### src/thermal_fan_level_policy_macros.svh
// Assertion macros for the fan level policy block.
`ifndef THERMAL_FAN_LEVEL_POLICY_MACROS_SVH
`define THERMAL_FAN_LEVEL_POLICY_MACROS_SVH

// Checked on every edge once reset is released.
`define TFL_ASSERT_RUN(lbl, prop, msg) \
  lbl: assert property (@(posedge clk) disable iff (!rst_n) prop) else $error(msg);

// Checked on every edge, reset included.
`define TFL_ASSERT_ALL(lbl, prop, msg) \
  lbl: assert property (@(posedge clk) prop) else $error(msg);

`endif

### src/tfl_pkg.sv
// Package for the fan level policy: sizes, field types and constant tables.
`timescale 1ns / 1ps

package tfl_pkg;

  localparam int NUM_SENSORS = 5;
  localparam int NUM_FANS    = 6;
  localparam int TEMP_W      = 19;
  localparam int TH_W        = 21;
  localparam int DUTY_W      = 7;
  localparam int LEVEL_W     = 2;
  localparam int CAUSE_W     = 2;

  localparam int IN_DATA_BITS  = NUM_SENSORS * TEMP_W + 2 * NUM_FANS;
  localparam int IN_TDATA_W    = ((IN_DATA_BITS + 7) / 8) * 8;
  localparam int IN_TUSER_W    = 2;
  localparam int OUT_DATA_BITS = DUTY_W + LEVEL_W;
  localparam int OUT_TDATA_W   = ((OUT_DATA_BITS + 7) / 8) * 8;
  localparam int OUT_PAD_W     = OUT_TDATA_W - OUT_DATA_BITS;

  // tuser bit positions on the input side
  localparam int IN_USER_DIR   = 0;
  localparam int IN_USER_RDERR = 1;

  typedef logic signed [TEMP_W-1:0] temp_t;
  typedef logic signed [TH_W-1:0]   th_t;
  typedef logic [DUTY_W-1:0]        duty_t;
  typedef logic [LEVEL_W-1:0]       level_t;
  typedef logic [NUM_FANS-1:0]      fan_mask_t;

  typedef enum logic [CAUSE_W-1:0] {
    CAUSE_THERMAL    = 2'd0,
    CAUSE_FAN_FAILED = 2'd1,
    CAUSE_FAN_ABSENT = 2'd2,
    CAUSE_READ_ERROR = 2'd3
  } cause_t;

  localparam level_t LEVEL_MIN = '0;
  localparam level_t LEVEL_MAX = '1;
  localparam duty_t  DUTY_FULL = duty_t'(100);
  localparam th_t    TH_NONE   = th_t'(999999);
  localparam th_t    TH_ZERO   = th_t'(0);

  // [direction][level]; direction 0 is back-to-front
  localparam duty_t DUTY_TAB [2][4] = '{
    '{duty_t'(39), duty_t'(46), duty_t'(67), DUTY_FULL},
    '{duty_t'(39), duty_t'(46), duty_t'(60), DUTY_FULL}
  };

  // [direction][level][sensor], level rises when any reading >= entry
  localparam th_t UP_TAB [2][4][NUM_SENSORS] = '{
    '{
      '{th_t'(30000), th_t'(35000), th_t'(43000), th_t'(25000), th_t'(25000)},
      '{th_t'(38000), th_t'(43000), th_t'(49000), th_t'(34000), th_t'(33000)},
      '{th_t'(50000), th_t'(53000), th_t'(58000), th_t'(47000), th_t'(46000)},
      '{TH_NONE, TH_NONE, TH_NONE, TH_NONE, TH_NONE}
    },
    '{
      '{th_t'(52000), th_t'(38000), th_t'(32000), th_t'(27000), th_t'(30000)},
      '{th_t'(60000), th_t'(45000), th_t'(41000), th_t'(33000), th_t'(36000)},
      '{th_t'(68000), th_t'(56000), th_t'(51000), th_t'(45000), th_t'(47000)},
      '{TH_NONE, TH_NONE, TH_NONE, TH_NONE, TH_NONE}
    }
  };

  // [direction][level][sensor], level falls when every reading <= entry
  localparam th_t DOWN_TAB [2][4][NUM_SENSORS] = '{
    '{
      '{TH_ZERO, TH_ZERO, TH_ZERO, TH_ZERO, TH_ZERO},
      '{th_t'(25000), th_t'(30000), th_t'(38000), th_t'(20000), th_t'(20000)},
      '{th_t'(33000), th_t'(38000), th_t'(44000), th_t'(29000), th_t'(27000)},
      '{th_t'(45000), th_t'(48000), th_t'(53000), th_t'(42000), th_t'(41000)}
    },
    '{
      '{TH_ZERO, TH_ZERO, TH_ZERO, TH_ZERO, TH_ZERO},
      '{th_t'(47000), th_t'(33000), th_t'(27000), th_t'(23000), th_t'(25000)},
      '{th_t'(55000), th_t'(40000), th_t'(36000), th_t'(28000), th_t'(31000)},
      '{th_t'(63000), th_t'(51000), th_t'(46000), th_t'(39000), th_t'(42000)}
    }
  };

  // Stored duty back to a level; anything not in the lower three rows is top.
  function automatic level_t level_of_duty(input logic dir, input duty_t duty);
    level_t lvl;
    lvl = LEVEL_MAX;
    if (duty == DUTY_TAB[dir][2]) lvl = level_t'(2);
    if (duty == DUTY_TAB[dir][1]) lvl = level_t'(1);
    if (duty == DUTY_TAB[dir][0]) lvl = level_t'(0);
    return lvl;
  endfunction

endpackage

### src/thermal_fan_level_policy.sv
// Fan level policy: hysteresis level control over a multi-sensor snapshot.
`timescale 1ns / 1ps
`include "thermal_fan_level_policy_macros.svh"

//  channel | dir | width        | contents
//  in_     | in  | tdata 112    | five temps, failed mask, present mask
//          |     | tuser 2      | airflow direction, read error
//  out_    | out | tdata 16     | duty, level
//          |     | tuser 2      | cause
//
//  One beat per cycle while out_tready stays high; a beat goes through the
//  input register, then the result register, one table compare pass between.
//  The stored duty updates as a beat moves into the result register, so the
//  next beat in the input register always sees the previous beat's duty.
//  Reset (rst_n low, synchronous) empties both registers and sets duty to 100.
//  An output stall holds the result and fills the input register, then
//  in_tready drops until out_tready returns.

module thermal_fan_level_policy (
  input  logic                            clk,
  input  logic                            rst_n,
  input  logic                            in_tvalid,
  output logic                            in_tready,
  // [18:0] temp_cpu, [37:19] temp_board1, [56:38] temp_board2,
  // [75:57] temp_board3, [94:76] temp_board4, [100:95] fan_failed_mask,
  // [106:101] fan_present_mask, [111:107] zero
  input  logic [tfl_pkg::IN_TDATA_W-1:0]  in_tdata,
  // [0] airflow_front_to_back, [1] read_error
  input  logic [tfl_pkg::IN_TUSER_W-1:0]  in_tuser,
  output logic                            out_tvalid,
  input  logic                            out_tready,
  // [6:0] duty_percent, [8:7] level, [15:9] zero
  output logic [tfl_pkg::OUT_TDATA_W-1:0] out_tdata,
  // [1:0] cause
  output logic [tfl_pkg::CAUSE_W-1:0]     out_tuser
);

  // input register
  logic                      s1_valid_r;
  tfl_pkg::temp_t            s1_temp_r [tfl_pkg::NUM_SENSORS];
  logic                      s1_dir_r;
  tfl_pkg::fan_mask_t        s1_failed_r;
  tfl_pkg::fan_mask_t        s1_present_r;
  logic                      s1_rderr_r;

  // result register and policy state
  logic                      out_valid_r;
  tfl_pkg::duty_t            out_duty_r;
  tfl_pkg::level_t           out_level_r;
  tfl_pkg::cause_t           out_cause_r;
  tfl_pkg::duty_t            duty_r;

  logic                      s1_adv;
  logic                      in_beat;
  tfl_pkg::cause_t           cause_nxt;
  tfl_pkg::level_t           level_cur;
  tfl_pkg::level_t           level_nxt;
  tfl_pkg::duty_t            duty_nxt;
  logic                      up_hit;
  logic                      down_all;

  // Result register frees when empty or being taken; input register frees
  // when empty or moving forward.
  assign s1_adv    = s1_valid_r && (!out_valid_r || out_tready);
  assign in_tready = !s1_valid_r || s1_adv;
  assign in_beat   = in_tvalid && in_tready;

  always_ff @(posedge clk) begin
    if (!rst_n) begin
      s1_valid_r <= 1'b0;
    end else if (in_tready) begin
      s1_valid_r <= in_tvalid;
    end
  end

  always_ff @(posedge clk) begin
    if (in_beat) begin
      for (int i = 0; i < tfl_pkg::NUM_SENSORS; i++) begin
        s1_temp_r[i] <= in_tdata[i*tfl_pkg::TEMP_W +: tfl_pkg::TEMP_W];
      end
      s1_failed_r  <= in_tdata[tfl_pkg::NUM_SENSORS*tfl_pkg::TEMP_W +: tfl_pkg::NUM_FANS];
      s1_present_r <= in_tdata[tfl_pkg::NUM_SENSORS*tfl_pkg::TEMP_W + tfl_pkg::NUM_FANS
                               +: tfl_pkg::NUM_FANS];
      s1_dir_r     <= in_tuser[tfl_pkg::IN_USER_DIR];
      s1_rderr_r   <= in_tuser[tfl_pkg::IN_USER_RDERR];
    end
  end

  // Fault priority: read error, then failed fan, then missing fan.
  always_comb begin
    if (s1_rderr_r) begin
      cause_nxt = tfl_pkg::CAUSE_READ_ERROR;
    end else if (|s1_failed_r) begin
      cause_nxt = tfl_pkg::CAUSE_FAN_FAILED;
    end else if (s1_present_r != '1) begin
      cause_nxt = tfl_pkg::CAUSE_FAN_ABSENT;
    end else begin
      cause_nxt = tfl_pkg::CAUSE_THERMAL;
    end
  end

  // Thermal path: one parallel compare per sensor against the current row.
  always_comb begin
    level_cur = tfl_pkg::level_of_duty(s1_dir_r, duty_r);
    up_hit    = 1'b0;
    down_all  = 1'b1;
    for (int i = 0; i < tfl_pkg::NUM_SENSORS; i++) begin
      if (tfl_pkg::th_t'(s1_temp_r[i]) >= tfl_pkg::UP_TAB[s1_dir_r][level_cur][i]) begin
        up_hit = 1'b1;
      end
      if (tfl_pkg::th_t'(s1_temp_r[i]) > tfl_pkg::DOWN_TAB[s1_dir_r][level_cur][i]) begin
        down_all = 1'b0;
      end
    end

    if (cause_nxt != tfl_pkg::CAUSE_THERMAL) begin
      level_nxt = tfl_pkg::LEVEL_MAX;
      duty_nxt  = tfl_pkg::DUTY_FULL;
    end else begin
      if (up_hit) begin
        // top row never trips, saturate anyway
        level_nxt = (level_cur == tfl_pkg::LEVEL_MAX) ? level_cur : level_cur + 1'b1;
      end else if (down_all) begin
        level_nxt = (level_cur == tfl_pkg::LEVEL_MIN) ? level_cur : level_cur - 1'b1;
      end else begin
        level_nxt = level_cur;
      end
      duty_nxt = tfl_pkg::DUTY_TAB[s1_dir_r][level_nxt];
    end
  end

  always_ff @(posedge clk) begin
    if (!rst_n) begin
      out_valid_r <= 1'b0;
      duty_r      <= tfl_pkg::DUTY_FULL;
    end else begin
      if (s1_adv) begin
        out_valid_r <= 1'b1;
        duty_r      <= duty_nxt;
      end else if (out_tready) begin
        out_valid_r <= 1'b0;
      end
    end
  end

  always_ff @(posedge clk) begin
    if (s1_adv) begin
      out_duty_r  <= duty_nxt;
      out_level_r <= level_nxt;
      out_cause_r <= cause_nxt;
    end
  end

  assign out_tvalid = out_valid_r;
  assign out_tdata  = {{tfl_pkg::OUT_PAD_W{1'b0}}, out_level_r, out_duty_r};
  assign out_tuser  = out_cause_r;

  // stored duty always tracks the last result produced
  `TFL_ASSERT_RUN(a_duty_tracks_result, s1_adv |=> (duty_r == out_duty_r), "duty state out of step with result")
  // any fault forces full speed
  `TFL_ASSERT_RUN(a_fault_full, (out_valid_r && (out_cause_r != tfl_pkg::CAUSE_THERMAL)) |-> (out_duty_r == tfl_pkg::DUTY_FULL && out_level_r == tfl_pkg::LEVEL_MAX), "fault result not at full speed")
  // back-pressure only when both registers are occupied
  `TFL_ASSERT_RUN(a_ready_only_full, !in_tready |-> (s1_valid_r && out_valid_r), "input stalled with a free register")
  // reset restores full duty
  `TFL_ASSERT_ALL(a_reset_duty, !rst_n |=> (duty_r == tfl_pkg::DUTY_FULL && !out_valid_r), "reset did not restore duty")

endmodule

### config.mk
export PLATFORM = sky130hd
export DESIGN_NAME = thermal_fan_level_policy
export DESIGN_NICKNAME = d
export VERILOG_FILES = /design/src/tfl_pkg.sv /design/src/thermal_fan_level_policy.sv
export VERILOG_INCLUDE_DIRS = /design/src /design/src/src
export SDC_FILE = /design/constraint.sdc
export NUM_CORES = 1
export LEC_CHECK = 0
export BUFFER_PORTS_ARGS = -buffer_cell sky130_fd_sc_hd__buf_2
export CORE_ASPECT_RATIO = 1.25
export CORE_MARGIN = 3
export CORE_UTILIZATION = 44
export CTS_BUF_LIST = sky130_fd_sc_hd__clkbuf_2 sky130_fd_sc_hd__clkbuf_4 sky130_fd_sc_hd__clkbuf_8
export DETAILED_ROUTE_END_ITERATION = 7
export PLACE_DENSITY = 0.68
export SLEW_MARGIN = 15
export SYNTH_ARGS = -nofsm -noshare
export SYNTH_HDL_FRONTEND = slang
export SYNTH_SLANG_ARGS = --single-unit
export TNS_END_PERCENT = 30
### constraint.sdc
create_clock -name clk -period 6.7 [get_ports clk]
set_input_delay 0.67 -clock clk [delete_from_list [all_inputs] [get_ports clk]]
set_output_delay 0.67 -clock clk [all_outputs]
set_load 0.005 [all_outputs]
== Yosys cells after proc, flatten, opt, wreduce, memory -nomap -nowiden ==
Memories as Yosys holds them, arrays and structs flattened.
Cells that the tools add are included.
Operators by class
  muxes and demuxes: 44
  magnitude comparators: 13
  add/subtract/negate cells: 2
  bitwise gates (word level): 3
  equal/unequal tests: 5
  reductions and logical operators: 10
Operators by type and width (count)
  $mux W420: 4
  $bmux W105 S2: 2
  $mux W105: 4
  $mux W415: 1
  $mux W310: 1
  $ge A19 B21 Y1: 5
  $gt A19 B21 Y1: 5
  $mux W28: 2
  $eq A7 B7 Y1: 3
  $mux W7: 3
  $mux W2: 10
  $mux W1: 15
  $bmux W7 S2: 1
  $mux W14: 1
  $ge A3 B3 Y1 const B: 2
  $ne A6 B6 Y1 const B: 1
  $not A2 Y3: 2
  $reduce_or A6 Y1: 1
  $reduce_bool A2 Y1: 2
  $add A2 B1 Y2 const B: 1
  $eq A2 B2 Y1 const B: 1
  $ge A2 B2 Y1 const B: 1
  $logic_and A1 B1 Y1: 2
  $logic_not A1 Y1: 2
  4 further kinds: 5
Storage, ports and cells
  memories: 1
  bits in writable memories: 95
  input port bits: 118
  register bits: 34
Memories
  s1_temp_r: depth 5, width 19, rd ports 5, clocked after Yosys merged registers in 0, wr ports 5, RTL line thermal_fan_level_policy.sv:40  | tfl_pkg::temp_t s1_temp_r [tfl_pkg::NUM_SENSORS];

== Logic depth before layout (Yosys ltp) ==
  depth after elaboration: 26
  mapped depth: 20
  gate-level depth less buffers: 19

== Worst setup path after synthesis ==
OpenSTA, ideal clock, no wires.
  path type: register -> register
  from: register s1_dir_r
  to: register out_duty_r[6], data pin
  cell stages (with the launch flop): 17
  slack: 1.807 ns
  library setup time: 0.255 ns
  arrival time: 4.639 ns
  period minus slack after synthesis: 4.893 ns
  required time: 6.445 ns
  path buffers: 1
  cells stage by stage: edfxtp_1 clkbuf_1 nor4_1 a31o_2 nand2b_1 inv_1 ha_1 inv_1 ha_1 and4_1 a311oi_1 a311oi_1 nor4_4 a21oi_2 o31a_1 or3_1 and2_1
Between the ends
  longest elaborated chain between the ends: 26
  elaborated cells on any way between the ends: 55
  classes of those cells: add/sub: 2; order compare: 10; eq/ne: 2; mux: 37; bitwise: 3; reduce/logical: 1
Ends and longest elaborated chain
  from (decl): RTL line thermal_fan_level_policy.sv:41  | logic s1_dir_r;
  from (signal assigned): RTL line thermal_fan_level_policy.sv:84  | s1_dir_r <= in_tuser[tfl_pkg::IN_USER_DIR];
  $not A1 Y2 (not written as such) *
  $mux W14 (not written as such): RTL line tfl_pkg.sv:86, thermal_fan_level_policy.sv:128
  $mux W28 (not written as such) (2 in series): RTL line thermal_fan_level_policy.sv:128  | duty_nxt = tfl_pkg::DUTY_TAB[s1_dir_r][level_nxt];
  $eq A7 B7 Y1: RTL line tfl_pkg.sv:86  | if (duty == DUTY_TAB[dir][2]) lvl = level_t'(2);
  $mux W1: RTL line tfl_pkg.sv:86
  $mux W2: RTL line tfl_pkg.sv:87  | if (duty == DUTY_TAB[dir][1]) lvl = level_t'(1);
  $mux W2: RTL line tfl_pkg.sv:88  | if (duty == DUTY_TAB[dir][0]) lvl = level_t'(0);
  $not A2 Y3 (not written as such): RTL line thermal_fan_level_policy.sv:108, thermal_fan_level_policy.sv:111
  [... 9 more ...]
  $mux W2: RTL line thermal_fan_level_policy.sv:123  | end else if (down_all) begin
  $mux W2: RTL line thermal_fan_level_policy.sv:120  | if (up_hit) begin
  $mux W2: RTL line thermal_fan_level_policy.sv:116  | if (cause_nxt != tfl_pkg::CAUSE_THERMAL) begin
  $not A2 Y3 (not written as such): RTL line thermal_fan_level_policy.sv:128
  $bmux W7 S2 *: RTL line thermal_fan_level_policy.sv:128
  $mux W7 (not written as such) * (2 in series): RTL line thermal_fan_level_policy.sv:128
  $mux W7 *: RTL line thermal_fan_level_policy.sv:116
  net duty_nxt[6]: RTL line thermal_fan_level_policy.sv:58  | tfl_pkg::duty_t duty_nxt;
  to (signal assigned): RTL line thermal_fan_level_policy.sv:148  | out_duty_r <= duty_nxt;
  to (decl): RTL line thermal_fan_level_policy.sv:48  | tfl_pkg::duty_t out_duty_r;
The timed path passes the listed nets; every way through them passes the cells marked *. The select of a mux whose other input is x is not followed.
A chain may end at the register's enable or synchronous reset.

== Final worst setup path ==
Ends and elaborated chain as after synthesis.

==> results_dict.tcl <==
set metrics [dict create \
    wirelength_met1_mm 8.80 \
    final_nets 1224 \
    cp.required_ps 6920 \
    antenna_found_initial 0 \
    min_path_type "in -> reg" \
    grt_pass1_wl_mm 34.0 \
    hold_ws_ps 381 \
    io_buffers 125 \
    drtPass1Iterations 5 \
    die_x_um 131 \
    dpl_worst_slack_ps 890 \
    synth_cell_type_count 64 \
    synthCells 786 \
    initial_core_util_pct 45.4 \
    min_to "s1_temp_r[4][4]$_DFFE_PP_" \
    yosys_most_used_dff "edfxtp_1" \
    drt_wl_total_mm 21.6 \
    ctsHoldBuffers 0 \
    setup_violations 0 \
    placedCellCount 1172 \
    gp_congestion 0.913 \
    wl_met2_mm 10.8 \
    clk_latency_ps 460 \
    cp_top_family "simple AND/OR/NAND/NOR gates" \
    areaGrowthSynthToFinish_pct 16.8 \
    synth-seq-cells 127 \
    chipHeight_um 162 \
    io-pin-count 138 \
    clk_path_buf_depth 2 \
    worst-setup-path-type "reg -> reg" \
    htree_levels 4 \
    layout_setup_ws_ps 891 \
    worstHoldStart "in_tdata[80]" \
    fmax_mhz 172 \
    dp_hpwl_mm 17.2 \
    wl_met3_mm 1.07 \
    top_layer "met4" \
    synth-seq-area-share_pct 43.3 \
    cts.clk_slew.worst_paths_ps 80 \
    synthArstFlopShare_pct 0 \
    viasPerCell 5.54 \
    slew_violations 0 \
    reg2reg_from "s1_dir_r$_DFFE_PP_" \
    critPathMaxStageDelay_ps 730 \
    cts_num_sinks 127 \
    reg2reg_slack_ps 890 \
    drcViolationCount 0 \
    drt_first_iter_violations 382 \
    cpMaxStageDelayCell "edfxtp_1" \
    ant_nets 0 \
    cts-root-buf "clkbuf_8" \
    worstSetupStartpointType "register" \
    whs_path_depth 1 \
    cp_common_cell "ha_1" \
    gr-total-overflow 0 \
    reg2regPathDepth 18 \
    cp_cell_sequence "nand4b_1, nor4b_1, a31o_2, nand2b_1, inv_1, ha_1, nor2b_1, a21oi_1, ha_1, nand3_1, nor4_1, mux2i_1, a311oi_1, nor4_4, and3_1, o31a_1, or3_1, and2_1" \
    regToRegEndpoint "out_duty_r[6]$_DFFE_PP_" \
    cts_made_buffers 17 \
    n_fill_cell 1724 \
    fin_tns_setup_ps 0 \
    coreArea_um2 19000 \
    grt_max_degree 71 \
    vias 6666 \
    num_antenna_cells 0 \
    cp_max_fo 15 \
    crit_buf_inv 1 \
    power.density_nw_per_um2 191 \
    worstMarginPinSlew_ps 921 \
    stdcell_count 1204 \
    hold_viol_final 0 \
    grtUsageTotal_pct 20.5 \
    period_minus_slack_ps 5810 \
    cts_resized 0 \
    wl_per_cell_um 18.0 \
    synth_edf_count 119 \
    ir_worst_vdd_mv 0.145 \
    arrival_ps 6030 \
    relSlewSlack_pct 38.1 \
    endpoint_kind "register" \
    p_leak_nw 4.42 \
    finClkSkew_ps 11.9 \
    cts_tree "done" \
    synth_area_um2 8620 \
    die-area_um2 21300 \
    post_cts_buffers 0 \
    syn_avg_cell_area_um2 11.0 \
    layout-drive-gt1-share_pct 19.1 \
    placement_rows 56 \
    fin_crit_sh_pct 86.7 \
    grt_pass1_vias 6843 \
    drv_cap 0 \
    ys_warn_count 0 \
    grt_setup_unrepaired "no" \
    status "complete, no violations" \
    final_util_pct 53.0 \
]
[cell usage after synthesis (6+ instances only)]
cell type,count,area [um2]
and4_1,6,52.6
edfxtp_1,119,3570
o211ai_1,6,45.0
nand3_1,22,110
o21ai_0,35,175
buf_4,8,60.1
inv_1,46,173
dfxtp_1,8,160
a21o_1,10,75.1
nor2_1,38,143
nand2b_1,11,68.8
ha_1,176,2200
and2_1,8,50.1
nor4_1,12,75.1
clkbuf_1,11,41.3
a31oi_1,10,62.6
nor3_1,13,65.1
and3_1,8,50.1
nand4_1,18,113
a211oi_1,7,52.6
nand2_1,63,236
nor2b_1,12,75.1
a21oi_1,61,305
[metal layers]
layer  global-route usage (%)  vias up
li1                         -     3303
met1                     23.6     3113
met2                     35.8      191
met3                     4.11       59
met4                     11.3        0
met5                        0        -
[report_power, final]
part	total [mW]	leakage (nW)	internal [mW]	switching (mW)
combinational	0.200	2.99	0.0909	0.109
sequential	0.951	1.21	0.917	0.0345
clock	0.771	0.223	0.447	0.324
total	1.92	4.42	1.45	0.468
[worst max-delay path by stage]
stage	to	start	cells after the start
after global routing	out_duty_r[6]$_DFFE_PP_	s1_dir_r$_DFFE_PP_	19
after detailed placement	out_duty_r[6]$_DFFE_PP_	s1_dir_r$_DFFE_PP_	18
after CTS	out_duty_r[6]$_DFFE_PP_	s1_dir_r$_DFFE_PP_	18
after global placement	out_duty_r[6]$_DFFE_PP_	s1_dir_r$_DFFE_PP_	18
final	out_duty_r[6]$_DFFE_PP_	s1_dir_r$_DFFE_PP_	18
after floorplan	out_duty_r[6]$_DFFE_PP_	s1_dir_r$_DFFE_PP_	16
[through the flow]
stage	total power, mW	cell area [um2]
after floorplan	1.08	8640
after CTS	1.94	10100
after detailed placement	1.17	9600
after global placement	1.16	9600
after global routing	2.01	10100
final	1.92	10100
[sequential cells by signal, summed over array words and instances (netlist names)]
register and cells:
out_tuser 2, duty_r 6, s1_valid_r 1, s1_temp_r 95, out_level_r 2, s1_dir_r 1, s1_rderr_r 1, out_tvalid 1
out_duty_r 6, s1_present_r 6, s1_failed_r 6
[cell usage in the layout (no fill, tap or decap), types with 4 or more instances in the layout]
| master | instances |
|---|---|
| o31ai_1 | 5 |
| edfxtp_1 | 119 |
| clkbuf_8 | 17 |
| nor3_1 | 13 |
| buf_2 | 125 |
| nor2b_1 | 12 |
| a21boi_0 | 5 |
| a221oi_1 | 4 |
| or3_1 | 5 |
| o211ai_1 | 6 |
| and2_1 | 7 |
| a31oi_1 | 10 |
| nand2b_1 | 11 |
| and3_1 | 8 |
| nor4_1 | 12 |
| o21ai_0 | 35 |
| nor2_1 | 38 |
| nand3_1 | 22 |
| inv_1 | 46 |
| a211oi_1 | 7 |
| a21o_1 | 10 |
| nand4_1 | 18 |
| conb_1 | 7 |
| dfxtp_1 | 8 |
| nand2_1 | 63 |
| a21oi_1 | 61 |
| buf_4 | 14 |
| ha_1 | 176 |
| bufinv_16 | 5 |
| clkinv_4 | 5 |
| and4_1 | 6 |
[kinds of logic (layout without fill, tap and decap cells)]
group	after synthesis	in the layout	share of synthesized area (%)
fa+ha+maj	176	176	25.5
buf+inv	67	218	3.27
simple gates	237	237	14.5
compound gates	177	177	13.2
flops	127	127	43.3
other cells	1	7	0.0435
mux	1	1	0.116
[cell type report]
type	instances	area (um2)	area share [%]
clock inverter	15	234	2.32
timing repair buffer	139	731	7.26
clock buffer	17	234	2.32
tap	261	327	3.24
multi-input combinational	598	4630	46.0
sequential	127	3730	37.1
inverter	47	176	1.75
Power figures use the tool's default switching activity.
